**src/mcu_pkg.sv**
```systemverilog
// Package: shared constants, codes and control structs of the correlation unit.
`timescale 1ns / 1ps
package mcu_pkg;

  localparam int unsigned CountWidthDef = 16;
  localparam int unsigned QBits         = 16;
  localparam int unsigned FracShift     = 30;

  localparam logic [1:0] CLS_ZERO = 2'd0;
  localparam logic [1:0] CLS_ONE  = 2'd1;

  typedef enum logic [2:0] {
    SEL_POS = 3'd0,
    SEL_NEG = 3'd1,
    SEL_PA  = 3'd2,
    SEL_PB  = 3'd3,
    SEL_DEN = 3'd4,
    SEL_TGT = 3'd5
  } mul_sel_e;

  typedef struct packed {
    logic     count_en;
    logic     mul_load;
    logic     mul_step;
    logic     store;
    mul_sel_e sel;
    logic     sq_init;
    logic     sq_step;
    logic     finish;
  } mcu_cmd_t;

  typedef struct packed {
    logic mul_done;
    logic sq_last;
    logic zero_den;
  } mcu_sts_t;

endpackage

```
**src/mcu_if.sv**
```systemverilog
// Interfaces: label pair channel and correlation result channel.
`timescale 1ns / 1ps
interface mcu_pair_if;
  logic       valid;
  logic       ready;
  logic [1:0] true_class;
  logic [1:0] pred_class;
  logic       last_pair;
  modport source (output valid, true_class, pred_class, last_pair, input ready);
  modport sink (input valid, true_class, pred_class, last_pair, output ready);
endinterface

interface mcu_result_if;
  logic              valid;
  logic              ready;
  logic signed [15:0] mcc_value;
  logic              zero_denominator;
  logic              count_overflow;
  modport source (output valid, mcc_value, zero_denominator, count_overflow, input ready);
  modport sink (input valid, mcc_value, zero_denominator, count_overflow, output ready);
endinterface

```
**src/mcu_ctrl.sv**
```systemverilog
// Controller: sequences counting, products, root search and result hand-off.
`timescale 1ns / 1ps
module mcu_ctrl (
  input  logic              clk_i,
  input  logic              rst_ni,
  input  logic              in_valid_i,
  input  logic              last_pair_i,
  output logic              in_ready_o,
  input  logic              out_ready_i,
  output logic              out_valid_o,
  output mcu_pkg::mcu_cmd_t cmd_o,
  input  mcu_pkg::mcu_sts_t sts_i
);
  import mcu_pkg::*;

  typedef enum logic [6:0] {
    ST_COUNT  = 7'b0000001,
    ST_CHECK  = 7'b0000010,
    ST_LOAD   = 7'b0000100,
    ST_MUL    = 7'b0001000,
    ST_STORE  = 7'b0010000,
    ST_SQRT   = 7'b0100000,
    ST_FINISH = 7'b1000000
  } state_e;

  state_e   state_q, state_d;
  mul_sel_e sel_q, sel_d;
  logic     pend_q, pend_d;

  always_comb begin
    state_d    = state_q;
    sel_d      = sel_q;
    cmd_o      = '0;
    cmd_o.sel  = sel_q;
    in_ready_o = 1'b0;
    unique case (state_q)
      ST_COUNT: begin
        in_ready_o     = 1'b1;
        cmd_o.count_en = in_valid_i;
        if (in_valid_i && last_pair_i) state_d = ST_CHECK;
      end
      ST_CHECK: begin
        sel_d = SEL_POS;
        if (sts_i.zero_den) state_d = ST_FINISH;
        else state_d = ST_LOAD;
      end
      ST_LOAD: begin
        cmd_o.mul_load = 1'b1;
        state_d        = ST_MUL;
      end
      ST_MUL: begin
        if (sts_i.mul_done) state_d = ST_STORE;
        else cmd_o.mul_step = 1'b1;
      end
      ST_STORE: begin
        cmd_o.store = 1'b1;
        unique case (sel_q)
          SEL_POS: begin sel_d = SEL_NEG; state_d = ST_LOAD; end
          SEL_NEG: begin sel_d = SEL_PA;  state_d = ST_LOAD; end
          SEL_PA:  begin sel_d = SEL_PB;  state_d = ST_LOAD; end
          SEL_PB:  begin sel_d = SEL_DEN; state_d = ST_LOAD; end
          SEL_DEN: begin sel_d = SEL_TGT; state_d = ST_LOAD; end
          default: begin
            cmd_o.sq_init = 1'b1;
            state_d       = ST_SQRT;
          end
        endcase
      end
      ST_SQRT: begin
        cmd_o.sq_step = 1'b1;
        if (sts_i.sq_last) state_d = ST_FINISH;
      end
      ST_FINISH: begin
        if (!pend_q || out_ready_i) begin
          cmd_o.finish = 1'b1;
          state_d      = ST_COUNT;
        end
      end
      default: state_d = ST_COUNT;
    endcase
  end

  always_comb begin
    pend_d = pend_q;
    if (pend_q && out_ready_i) pend_d = 1'b0;
    if (cmd_o.finish) pend_d = 1'b1;
  end

  assign out_valid_o = pend_q;

  always_ff @(posedge clk_i or negedge rst_ni) begin
    if (!rst_ni) begin
      state_q <= ST_COUNT;
      sel_q   <= SEL_POS;
      pend_q  <= 1'b0;
    end else begin
      state_q <= state_d;
      sel_q   <= sel_d;
      pend_q  <= pend_d;
    end
  end

endmodule

```
**src/mcu_datapath.sv**
```systemverilog
// Datapath: confusion counters, shift-add multiplier, bitwise root search.
`timescale 1ns / 1ps
module mcu_datapath #(
  parameter int unsigned COUNT_WIDTH = mcu_pkg::CountWidthDef
) (
  input  logic               clk_i,
  input  logic               rst_ni,
  input  mcu_pkg::mcu_cmd_t  cmd_i,
  output mcu_pkg::mcu_sts_t  sts_o,
  input  logic [1:0]         true_class_i,
  input  logic [1:0]         pred_class_i,
  output logic signed [15:0] mcc_value_o,
  output logic               zero_denominator_o,
  output logic               count_overflow_o
);
  import mcu_pkg::*;

  localparam int unsigned SW  = COUNT_WIDTH + 1;
  localparam int unsigned MW  = 2 * SW;
  localparam int unsigned DW  = 2 * MW;
  localparam int unsigned PW  = DW + 2 * QBits + 1;
  localparam int unsigned QDW = DW + QBits;
  localparam int unsigned CNW = $clog2(MW + 1);
  localparam int unsigned BW  = $clog2(QBits);

  localparam logic [COUNT_WIDTH-1:0] Bound = '1;

  logic [COUNT_WIDTH-1:0] tp_q, fp_q, fn_q, tn_q;
  logic                   sat_q;
  logic [SW-1:0]          s1, s2, s3, s4;
  logic [MW-1:0]          pos_q, neg_q, pa_q, pb_q, nm;
  logic                   negative;
  logic [DW-1:0]          den_q;
  logic [PW-1:0]          tgt_q;
  logic [DW-1:0]          mul_a_q, mul_acc_q;
  logic [MW-1:0]          mul_b_q, op_a, op_b;
  logic [CNW-1:0]         mul_cnt_q;
  logic [QBits-1:0]       q_q;
  logic [PW-1:0]          p_q, cand;
  logic [QDW-1:0]         qd_q;
  logic [BW-1:0]          bit_q;
  logic [QBits-1:0]       bit_mask;
  logic signed [15:0]     mcc_q;
  logic                   zd_q, ov_q;
  logic                   hit_tp, hit_fp, hit_fn, hit_tn;

  assign s1 = SW'(tp_q) + SW'(fp_q);
  assign s2 = SW'(tp_q) + SW'(fn_q);
  assign s3 = SW'(tn_q) + SW'(fp_q);
  assign s4 = SW'(tn_q) + SW'(fn_q);

  assign negative = neg_q > pos_q;
  assign nm       = negative ? neg_q - pos_q : pos_q - neg_q;

  assign hit_tp = (true_class_i == CLS_ONE)  && (pred_class_i == CLS_ONE);
  assign hit_fp = (true_class_i == CLS_ZERO) && (pred_class_i == CLS_ONE);
  assign hit_fn = (true_class_i == CLS_ONE)  && (pred_class_i == CLS_ZERO);
  assign hit_tn = (true_class_i == CLS_ZERO) && (pred_class_i == CLS_ZERO);

  always_ff @(posedge clk_i or negedge rst_ni) begin
    if (!rst_ni) begin
      tp_q  <= '0;
      fp_q  <= '0;
      fn_q  <= '0;
      tn_q  <= '0;
      sat_q <= 1'b0;
    end else if (cmd_i.finish) begin
      tp_q  <= '0;
      fp_q  <= '0;
      fn_q  <= '0;
      tn_q  <= '0;
      sat_q <= 1'b0;
    end else if (cmd_i.count_en) begin
      if (hit_tp) begin
        if (tp_q == Bound) sat_q <= 1'b1;
        else tp_q <= tp_q + 1'b1;
      end
      if (hit_fp) begin
        if (fp_q == Bound) sat_q <= 1'b1;
        else fp_q <= fp_q + 1'b1;
      end
      if (hit_fn) begin
        if (fn_q == Bound) sat_q <= 1'b1;
        else fn_q <= fn_q + 1'b1;
      end
      if (hit_tn) begin
        if (tn_q == Bound) sat_q <= 1'b1;
        else tn_q <= tn_q + 1'b1;
      end
    end
  end

  always_comb begin
    case (cmd_i.sel)
      SEL_POS: begin op_a = MW'(tp_q); op_b = MW'(tn_q); end
      SEL_NEG: begin op_a = MW'(fp_q); op_b = MW'(fn_q); end
      SEL_PA:  begin op_a = MW'(s1);   op_b = MW'(s2);   end
      SEL_PB:  begin op_a = MW'(s3);   op_b = MW'(s4);   end
      SEL_DEN: begin op_a = pa_q;      op_b = pb_q;      end
      default: begin op_a = nm;        op_b = nm;        end
    endcase
  end

  always_ff @(posedge clk_i or negedge rst_ni) begin
    if (!rst_ni) begin
      mul_cnt_q <= '0;
    end else if (cmd_i.mul_load) begin
      mul_cnt_q <= '0;
    end else if (cmd_i.mul_step) begin
      mul_cnt_q <= mul_cnt_q + 1'b1;
    end
  end

  always_ff @(posedge clk_i) begin
    if (cmd_i.mul_load) begin
      mul_a_q   <= DW'(op_a);
      mul_b_q   <= op_b;
      mul_acc_q <= '0;
    end else if (cmd_i.mul_step) begin
      if (mul_b_q[0]) mul_acc_q <= mul_acc_q + mul_a_q;
      mul_a_q <= mul_a_q << 1;
      mul_b_q <= mul_b_q >> 1;
    end
    if (cmd_i.store) begin
      case (cmd_i.sel)
        SEL_POS: pos_q <= mul_acc_q[MW-1:0];
        SEL_NEG: neg_q <= mul_acc_q[MW-1:0];
        SEL_PA:  pa_q  <= mul_acc_q[MW-1:0];
        SEL_PB:  pb_q  <= mul_acc_q[MW-1:0];
        SEL_DEN: den_q <= mul_acc_q;
        default: tgt_q <= PW'(mul_acc_q) << FracShift;
      endcase
    end
  end

  assign bit_mask = QBits'(1) << bit_q;
  assign cand = p_q + (PW'(qd_q) << ({1'b0, bit_q} + 1'b1))
                    + (PW'(den_q) << {bit_q, 1'b0});

  always_ff @(posedge clk_i) begin
    if (cmd_i.sq_init) begin
      q_q   <= '0;
      p_q   <= '0;
      qd_q  <= '0;
      bit_q <= BW'(QBits - 1);
    end else if (cmd_i.sq_step) begin
      if (cand <= tgt_q) begin
        q_q  <= q_q | bit_mask;
        p_q  <= cand;
        qd_q <= qd_q + (QDW'(den_q) << bit_q);
      end
      bit_q <= bit_q - 1'b1;
    end
  end

  always_ff @(posedge clk_i) begin
    if (cmd_i.finish) begin
      zd_q <= sts_o.zero_den;
      ov_q <= sat_q;
      if (sts_o.zero_den) mcc_q <= 16'sh8000;
      else if (negative) mcc_q <= -$signed(q_q);
      else if (q_q[QBits-1]) mcc_q <= 16'sh7fff;
      else mcc_q <= $signed(q_q);
    end
  end

  assign sts_o.mul_done = mul_cnt_q == CNW'(MW);
  assign sts_o.sq_last  = bit_q == '0;
  assign sts_o.zero_den = (s1 == '0) || (s2 == '0) || (s3 == '0) || (s4 == '0);

  assign mcc_value_o        = mcc_q;
  assign zero_denominator_o = zd_q;
  assign count_overflow_o   = ov_q;

endmodule

```
**src/matthews_correlation_unit.sv**
```systemverilog
// Top level: Matthews correlation over a stream of label pairs.
//
//  channel  | dir | transaction
//  pair_i   | in  | true_class, pred_class, last_pair
//  result_o | out | mcc_value, zero_denominator, count_overflow
//
// Ordinary pairs are counted at one per cycle while no result is being computed.
// A last pair starts the bit-serial shift-add multiplier, used for six products,
// and then the 16-step root search; a zero denominator skips both.
// A finished result waits in an output register; pairs are taken meanwhile.
// Reset clears the counters and the control state.
`timescale 1ns / 1ps
module matthews_correlation_unit #(
  parameter int unsigned COUNT_WIDTH = mcu_pkg::CountWidthDef
) (
  input  logic  clk_i,
  input  logic  rst_ni,
  mcu_pair_if.sink     pair_i,
  mcu_result_if.source result_o
);
  import mcu_pkg::*;

  mcu_cmd_t cmd;
  mcu_sts_t sts;

  mcu_ctrl u_ctrl (
    .clk_i       (clk_i),
    .rst_ni      (rst_ni),
    .in_valid_i  (pair_i.valid),
    .last_pair_i (pair_i.last_pair),
    .in_ready_o  (pair_i.ready),
    .out_ready_i (result_o.ready),
    .out_valid_o (result_o.valid),
    .cmd_o       (cmd),
    .sts_i       (sts)
  );

  mcu_datapath #(.COUNT_WIDTH(COUNT_WIDTH)) u_datapath (
    .clk_i              (clk_i),
    .rst_ni             (rst_ni),
    .cmd_i              (cmd),
    .sts_o              (sts),
    .true_class_i       (pair_i.true_class),
    .pred_class_i       (pair_i.pred_class),
    .mcc_value_o        (result_o.mcc_value),
    .zero_denominator_o (result_o.zero_denominator),
    .count_overflow_o   (result_o.count_overflow)
  );

endmodule

```
**src/flat_wrapper.sv**
```systemverilog
// flat-port wrapper written by rule: the top's interface ports become plain ports
module matthews_correlation_unit_flat import mcu_pkg::*;
#(
  parameter int unsigned COUNT_WIDTH = mcu_pkg::CountWidthDef
)
  (clk_i, rst_ni, pair_i_valid, pair_i_true_class, pair_i_pred_class, pair_i_last_pair, pair_i_ready, result_o_valid, result_o_mcc_value, result_o_zero_denominator, result_o_count_overflow, result_o_ready);
  mcu_pair_if pair_i_i ();
  mcu_result_if result_o_i ();
  input  logic clk_i;
  input  logic rst_ni;
  input wire logic [$bits(pair_i_i.valid)-1:0] pair_i_valid;
  input wire logic [$bits(pair_i_i.true_class)-1:0] pair_i_true_class;
  input wire logic [$bits(pair_i_i.pred_class)-1:0] pair_i_pred_class;
  input wire logic [$bits(pair_i_i.last_pair)-1:0] pair_i_last_pair;
  output wire logic [$bits(pair_i_i.ready)-1:0] pair_i_ready;
  output wire logic [$bits(result_o_i.valid)-1:0] result_o_valid;
  output wire logic [$bits(result_o_i.mcc_value)-1:0] result_o_mcc_value;
  output wire logic [$bits(result_o_i.zero_denominator)-1:0] result_o_zero_denominator;
  output wire logic [$bits(result_o_i.count_overflow)-1:0] result_o_count_overflow;
  input wire logic [$bits(result_o_i.ready)-1:0] result_o_ready;
  assign pair_i_i.valid = pair_i_valid;
  assign pair_i_i.true_class = pair_i_true_class;
  assign pair_i_i.pred_class = pair_i_pred_class;
  assign pair_i_i.last_pair = pair_i_last_pair;
  assign pair_i_ready = pair_i_i.ready;
  assign result_o_valid = result_o_i.valid;
  assign result_o_mcc_value = result_o_i.mcc_value;
  assign result_o_zero_denominator = result_o_i.zero_denominator;
  assign result_o_count_overflow = result_o_i.count_overflow;
  assign result_o_i.ready = result_o_ready;
  matthews_correlation_unit #(.COUNT_WIDTH(COUNT_WIDTH)) u_core (.clk_i(clk_i), .rst_ni(rst_ni), .pair_i(pair_i_i), .result_o(result_o_i));
endmodule
```
**config.mk**
```make
export PLATFORM = sky130hd
export DESIGN_NAME = matthews_correlation_unit_flat
export DESIGN_NICKNAME = d
export VERILOG_FILES = /design/src/mcu_pkg.sv /design/src/mcu_if.sv /design/src/mcu_ctrl.sv /design/src/mcu_datapath.sv /design/src/matthews_correlation_unit.sv /design/src/flat_wrapper.sv
export SDC_FILE = /design/constraint.sdc
export NUM_CORES = 2
export LEC_CHECK = 0
export ABC_CLOCK_PERIOD_IN_PS = 24900
export BUFFER_PORTS_ARGS = -buffer_cell sky130_fd_sc_hd__buf_4
export CORE_MARGIN = 5
export CORE_UTILIZATION = 38
export DETAILED_ROUTE_END_ITERATION = 8
export HOLD_SLACK_MARGIN = 0.05
export PLACE_DENSITY = 0.59
export RECOVER_POWER = 25
export SLEW_MARGIN = 10
export SYNTH_ARGS = -nofsm -noshare
export SYNTH_HDL_FRONTEND = slang
export SYNTH_HIERARCHICAL = 1
export SYNTH_SLANG_ARGS = --single-unit
```
**constraint.sdc**
```tcl
create_clock -name clk_i -period 24.9 [get_ports clk_i]
set_input_delay 1.245 -clock clk_i [delete_from_list [all_inputs] [get_ports clk_i]]
set_output_delay 1.245 -clock clk_i [all_outputs]
set_load 0.05 [all_outputs]
```
# ---- Word-level counts from Yosys, hierarchy flattened
# Cells that the tools add are included.
dict set report word_totals {
  reg_bits 747
  latchBits 0
  ramBits 0
  romBits 0
  in_bits 9
  memories 0
}
dict set report classes {
  addsub 18
  n_mul 0
  n_div 0
  n_lt_le_gt_ge 2
  eq_ne 27
  shifts 4
  muxes 59
  n_bitwise 2
  reduce_logical 42
}
# operator n
set op_table {}
lappend op_table {{case mux 34 bit (5 select lines)} 2}
lappend op_table {{2-to-1 mux 16 bit} 17}
lappend op_table {{adder 101 bit} 2}
lappend op_table {{2-to-1 mux 34 bit} 5}
lappend op_table {{<= comparator 101 x 98 -> 1 bit} 1}
lappend op_table {{<< shifter 68 x 5 -> 101 bit} 1}
lappend op_table {{<< shifter 84 x 5 -> 101 bit} 1}
lappend op_table {{adder 84 bit} 1}
lappend op_table {{<< shifter 68 x 4 -> 84 bit} 1}
lappend op_table {{adder 16 x 16 -> 17 bit} 4}
lappend op_table {{adder 68 bit} 1}
lappend op_table {{logical NOT 17 bit} 4}
lappend op_table {{subtractor 34 bit} 2}
lappend op_table {{adder 16 x 1 -> 16 bit (second input constant)} 4}
lappend op_table {{== test 16 bit (second input constant)} 4}
lappend op_table {{case mux 7 bit (7 select lines)} 1}
lappend op_table {{2-to-1 mux 7 bit} 5}
lappend op_table {{greater-than comparator 34 bit} 1}
lappend op_table {{2-to-1 mux 1 bit} 23}
lappend op_table {{2-to-1 mux 6 bit} 3}
lappend op_table {{AND reduction 2 bit} 9}
lappend op_table {{negation 16 bit} 1}
lappend op_table {{bitwise OR 16 bit} 1}
lappend op_table {{nonzero test 2 bit} 8}
lappend op_table {{32 further kinds} 52}

# ---- Logic depth before layout (Yosys ltp)
dict set report logic_depth {
  word_depth 11
  mapped_depth 45
  depth_no_buf 37
}

# ---- By module
# Netlist, hierarchy kept.
# module instances cells_each area_per_inst_um2
set by_module_without_submodules {}
lappend by_module_without_submodules {mcu_datapath 1 7379 63285.7}
lappend by_module_without_submodules {mcu_ctrl 1 68 628.1}

# ---- Least setup slack after synthesis
# OpenSTA, ideal clock, no wires.
dict set report synth_timing {
  path_kind {register to register}
  startpoint {reg u_core.u_datapath.bit_q[1]}
  endpoint {reg u_core.u_datapath.qd_q[83]}
  arrival_time_ns 9.807
  required_ns 24.779
  path_slack_ns 14.972
  path_stages_with_launch 42
  n_path_buf 8
  path_cell_list {dfxtp_1 clkbuf_1 buf_1 inv_1 clkbuf_1 ha_1 clkbuf_1 clkbuf_1 buf_1 mux4_2 mux2_2 a21oi_1 nor2_1 fa_1 ha_1 buf_2 a21oi_1 o21ai_0 (+6 left out) a221oi_1 o21ai_0 xor2_1 ha_1 nand4_1 nor4_1 nand4_1 nor4_1 nand4_1 nor4_1 nand4_1 nor4_1 nor3_1 a211oi_4 nand2_1 buf_2 a21oi_1 mux2_2}
}
dict set report synth_between {
  elab_chain_len 6
  elab_cells_between_ends 9
  cone_classes {add/sub (4); order compare (1); shift (3); reduce/logical (1)}
}
# element line_no
set synth_rtl {}
lappend synth_rtl {{start: declaration} mcu_datapath.sv:41} ;# logic [BW-1:0] bit_q;
lappend synth_rtl {{start signal: assignment} mcu_datapath.sv:145} ;# bit_q <= BW'(QBits - 1);
lappend synth_rtl {{start signal: assignment} mcu_datapath.sv:152} ;# bit_q <= bit_q - 1'b1;
lappend synth_rtl {{adder 4 x 1 -> 5 bit} mcu_datapath.sv:137} ;# assign cand = p_q + (PW'(qd_q) << ({1'b0, bit_q} + 1'b1))
lappend synth_rtl {{<< shifter 84 x 5 -> 101 bit} mcu_datapath.sv:137}
lappend synth_rtl {{adder 101 bit} mcu_datapath.sv:137}
lappend synth_rtl {{adder 101 bit *} mcu_datapath.sv:138} ;# + (PW'(den_q) << {bit_q, 1'b0});
lappend synth_rtl {{via u_core.u_datapath.cand[72]} mcu_datapath.sv:39} ;# logic [PW-1:0] p_q, cand;
lappend synth_rtl {{<= comparator 101 x 98 -> 1 bit *} mcu_datapath.sv:147} ;# if (cand <= tgt_q) begin
lappend synth_rtl {{AND reduction 2 bit (no source line) *} --}
lappend synth_rtl {{end signal: assignment} mcu_datapath.sv:150} ;# qd_q <= qd_q + (QDW'(den_q) << bit_q);
lappend synth_rtl {{end: declaration} mcu_datapath.sv:40} ;# logic [QDW-1:0] qd_q;
# The timed path passes the listed nets; every way through them passes the cells marked *.
# A chain may end at the register's enable or synchronous reset.

# ---- Worst setup path in the final report
dict set report layout_timing {
  startpoint {reg u_core.u_datapath.bit_q[1]}
  endpoint {reg u_core.u_datapath.qd_q[59]}
}
# Same word-level chain as after synthesis.

==> impl_results.md <==
* Status: complete, but fails checks
* Violated checks: capacitance limit, slew limit
* Longest Clk Path Bufs at 3
* CTS clk-pin slew, worst paths at 70 ps
* Port bufs at 28
* Vias in the first global route at 54283
* Top Metal Used: met5
* Least-Margin Pin Slew at 1630 ps
* Clock root cell: clkbuf_16
* Ys async rst share at 11.0%
* Min-delay worst type: reg2reg
* Crit-path slowest cell: dfxtp_4
* Overflow after GRT at 0
* Placed inst area at 0.0658 mm^2
* Final setup fails at 0
* # resized after CTS at 0
* Count of yosys warnings during synthesis at 6
* Final worst path period share at 60.8%
* Most frequent CP cell: nor4_1
* Clock latency at the later pin of the worst-skew pair at 740 ps
* Max Slew Vio Count at 30
* Post-synth EDFFs at 358
* Final setup skew at 45.4 ps
* Vias per cell at 5.99
* Crit path from: u_core/u_datapath/bit_q[1]$_SDFFE_PP1P_
* Max VDD drop at 0.0000531 V
* Cts hold-fix bufs at 0
* DRT Wirelength at 221000 um
* Metal1 wirelength at 102000 um
* Commonest non-fill, non-tap cell in the layout: nor2_1
* Worst Setup Start Kind: register
* WHS at 453 ps
* Met3 WL at 15400 um
* Largest net degree at the start of global routing at 131
* Global-route wire length before repair at 334000 um
* Synth area leader: edfxtp_1
* P&R area growth vs syn at 7.87%
* Crit path DAT at 15710 ps
* Syn Area/Cell at 8.58 um^2
* DIE WIDTH at 420 um
* Sequential fraction of the synthesis area at 29.6%
* Total track usage at 24.2%
* Largest stage delay, worst path at 1010 ps
* Pwr dens at 42.8 mW/mm^2
* Routability cong. at 0.994
* Core Region at 0.167 mm^2
* Fin Setup TNS at 0 ps
* Normalized max-slew margin at -9.00%
* Max cap viols at 1
* Initial core utilization at 38.2%
* Final HPWL DP at 169000 um
* Synth area leaders: edfxtp_1 17%, dfxtp_1 9.6%, ha_1 9.1%, mux2i_1 7.9%, a21oi_1 5.4%
* Io pins at 29
* Setup CP Type: reg2reg
* Mapped Cells at 7447
* CTS H-tree lvls at 3
* Clock Sinks at 747
* Non-Filler Instances at 9478
* Reg2reg end: u_core/u_datapath/qd_q[59]$_SDFFE_PP0P_
* Crit path capture type: register
* Total vias in the final route at 56797
* FILL cells at 16761
* Die Ht at 420 um
* Final net count at 7778
* Worst Setup EP: u_core/u_datapath/qd_q[59]$_SDFFE_PP0P_
* Unrepaired setup endpoints after global routing: false
* # DRC at 0
* Critical-path maximum fanout at 113
* Yosys top cell area share at 16.8%
* WL per Instance at 23.3 um
* Antenna violations before repair at 10
* Pre-CTS setup slack at 10000 ps
* Syn_nets at 8028
* Die area at 0.176 mm^2
* R2r worst-path depth at 36
* Worst setup margin at 9750 ps
* Synth Flop Type: edfxtp_1
* Yosys cell types at 92
* Final Hold Viols at 0
* Worst R2R Setup Slack at 9750 ps
* CTS tree: done
* Synthesized flop and latch total at 747
* Share of layout cells above drive strength 1 at 6.55%
* Final Cell Area at 0.0689 mm^2
* Initial drt markers at 5945
* Fin crit period at 15150 ps
* Worst r2r src: u_core/u_datapath/bit_q[1]$_SDFFE_PP1P_
* Cells after DPL at 9309
* Mapped Area at 0.0639 mm^2
* Clock buffer count from CTS at 90
* WP data required at 25460 ps
* Cell Rows at 150
* P_leak at 0.0303 uW
* Detail Route Antenna Nets at 0
* DR pass1 iterations at 6
* Post-CTS setup buffer count at 0
* Most frequent cells in the layout: 807 x nor2_1, 714 x nand2_1, 692 x a21oi_1
* Fmax at 0.0660 GHz
* WL met2 at 94100 um
[worst min-delay path by stage]
stage,start,to,slack [ps],cells after the start
5_1_grt,u_core/u_datapath/sat_q$_DFFE_PN0P_,u_core/u_datapath/count_overflow_o$_DFFE_PP_,470,0
4_1_cts,rst_ni,u_core/u_datapath/fn_q[10]$_DFFE_PN0P_,380,1
6_report,u_core/u_datapath/sat_q$_DFFE_PN0P_,u_core/u_datapath/count_overflow_o$_DFFE_PP_,450,0
3_5_place_dp,u_core/u_datapath/sat_q$_DFFE_PN0P_,u_core/u_datapath/count_overflow_o$_DFFE_PP_,440,0
3_3_place_gp,u_core/u_datapath/sat_q$_DFFE_PN0P_,u_core/u_datapath/count_overflow_o$_DFFE_PP_,440,0
2_1_floorplan,u_core/u_datapath/sat_q$_DFFE_PN0P_,u_core/u_datapath/count_overflow_o$_DFFE_PP_,430,0
[power breakdown]
| group | total [uW] | internal, uW | switching [uW] |
|---|---|---|---|
| clock network | 1390 | 803 | 583 |
| logic | 213 | 80.7 | 132 |
| registers | 1350 | 1310 | 40.4 |
| total | 2950 | 2190 | 755 |
[synth_stat cells (all sizes together), types with 20 or more instances]
library cell / n
xnor2: 212
xor2: 162
edfxtp: 358
mux2: 51
a21oi: 693
mux4: 98
o31ai: 35
nand3: 165
nor2b: 60
a211oi: 50
fa: 107
buf: 102
o211ai: 48
ha: 465
o21a: 57
a21o: 229
o21ai: 567
o32ai: 20
nor3: 95
nand2: 716
o21bai: 91
nor4: 29
clkbuf: 331
nand2b: 95
nor2: 810
and2: 20
nand4: 132
or3: 45
inv: 290
and3: 43
a31oi: 38
mux2i: 504
dfxtp: 307
o221ai: 32
a21boi: 21
dfrtp: 81
o22ai: 43
[cell type report]
type                       count  area [um^2]  area share (%)
sequential                   747        19000            27.5
inverter                     292         1100            1.59
timing repair buffer          91          692            1.00
multi-input combinational   5975        42300            61.4
clock inverter                45          538           0.780
clock buffer                 122         2570            3.72
tap                         2204         2760            4.00
antenna                        2         5.00         0.00726
[metrics by stage]
| stage | total power (uW) | util (%) |
|---|---|---|
| detailed placement | 1590 | 39.4 |
| global placement | 1580 | 39.4 |
| global route | 3060 | 41.2 |
| finish | 2950 | 41.2 |
| CTS | 2990 | 41.2 |
| floorplan | 1500 | - |
[metal layers]
metal	vias up	track usage (%)
met1	27500	34.8
met3	491	3.99
met5	-	0
met4	2	8.97
li1	26596	-
met2	2208	36.6
[sequential cells by signal (all words and copies together), names as in the netlist, 3 cells and up]
name and flops:
u_core/u_datapath/p_q 101, u_core/u_datapath/qd_q 84, u_core/u_datapath/den_q 68, u_core/u_datapath/mul_a_q 68, u_core/u_datapath/mul_acc_q 68, u_core/u_datapath/tgt_q 68
u_core/u_datapath/mul_b_q 34, u_core/u_datapath/neg_q 34, u_core/u_datapath/pa_q 34, u_core/u_datapath/pb_q 34, u_core/u_datapath/pos_q 34, u_core/u_datapath/fn_q 16
u_core/u_datapath/fp_q 16, u_core/u_datapath/mcc_value_o 16, u_core/u_datapath/q_q 16, u_core/u_datapath/tn_q 16, u_core/u_datapath/tp_q 16, u_core/u_ctrl/state_q 7
u_core/u_datapath/mul_cnt_q 6, u_core/u_datapath/bit_q 4, u_core/u_ctrl/sel_q 3
[cells by family after synthesis]
group                      share of synthesized area [%]
buffers and inverters                               4.32
muxes                                               12.2
xor gates and xnor gates                            5.13
AOI/OAI and AO/OA                                   20.0
DFF                                                 29.6
and+or+nand+nor                                     16.2
adders and majority gates                           12.5
[worst max-delay path: cells and delay by family (launching register included)]
kind                       cells  cell delay (ps)
AOI/OAI and AO/OA              9             3430
muxes                          4             1290
DFF                            1             1010
buffers and inverters          5             2560
adders and majority gates      4             1970
and+or+nand+nor               14             4460
No activity file was read; power rests on OpenSTA's default activity.
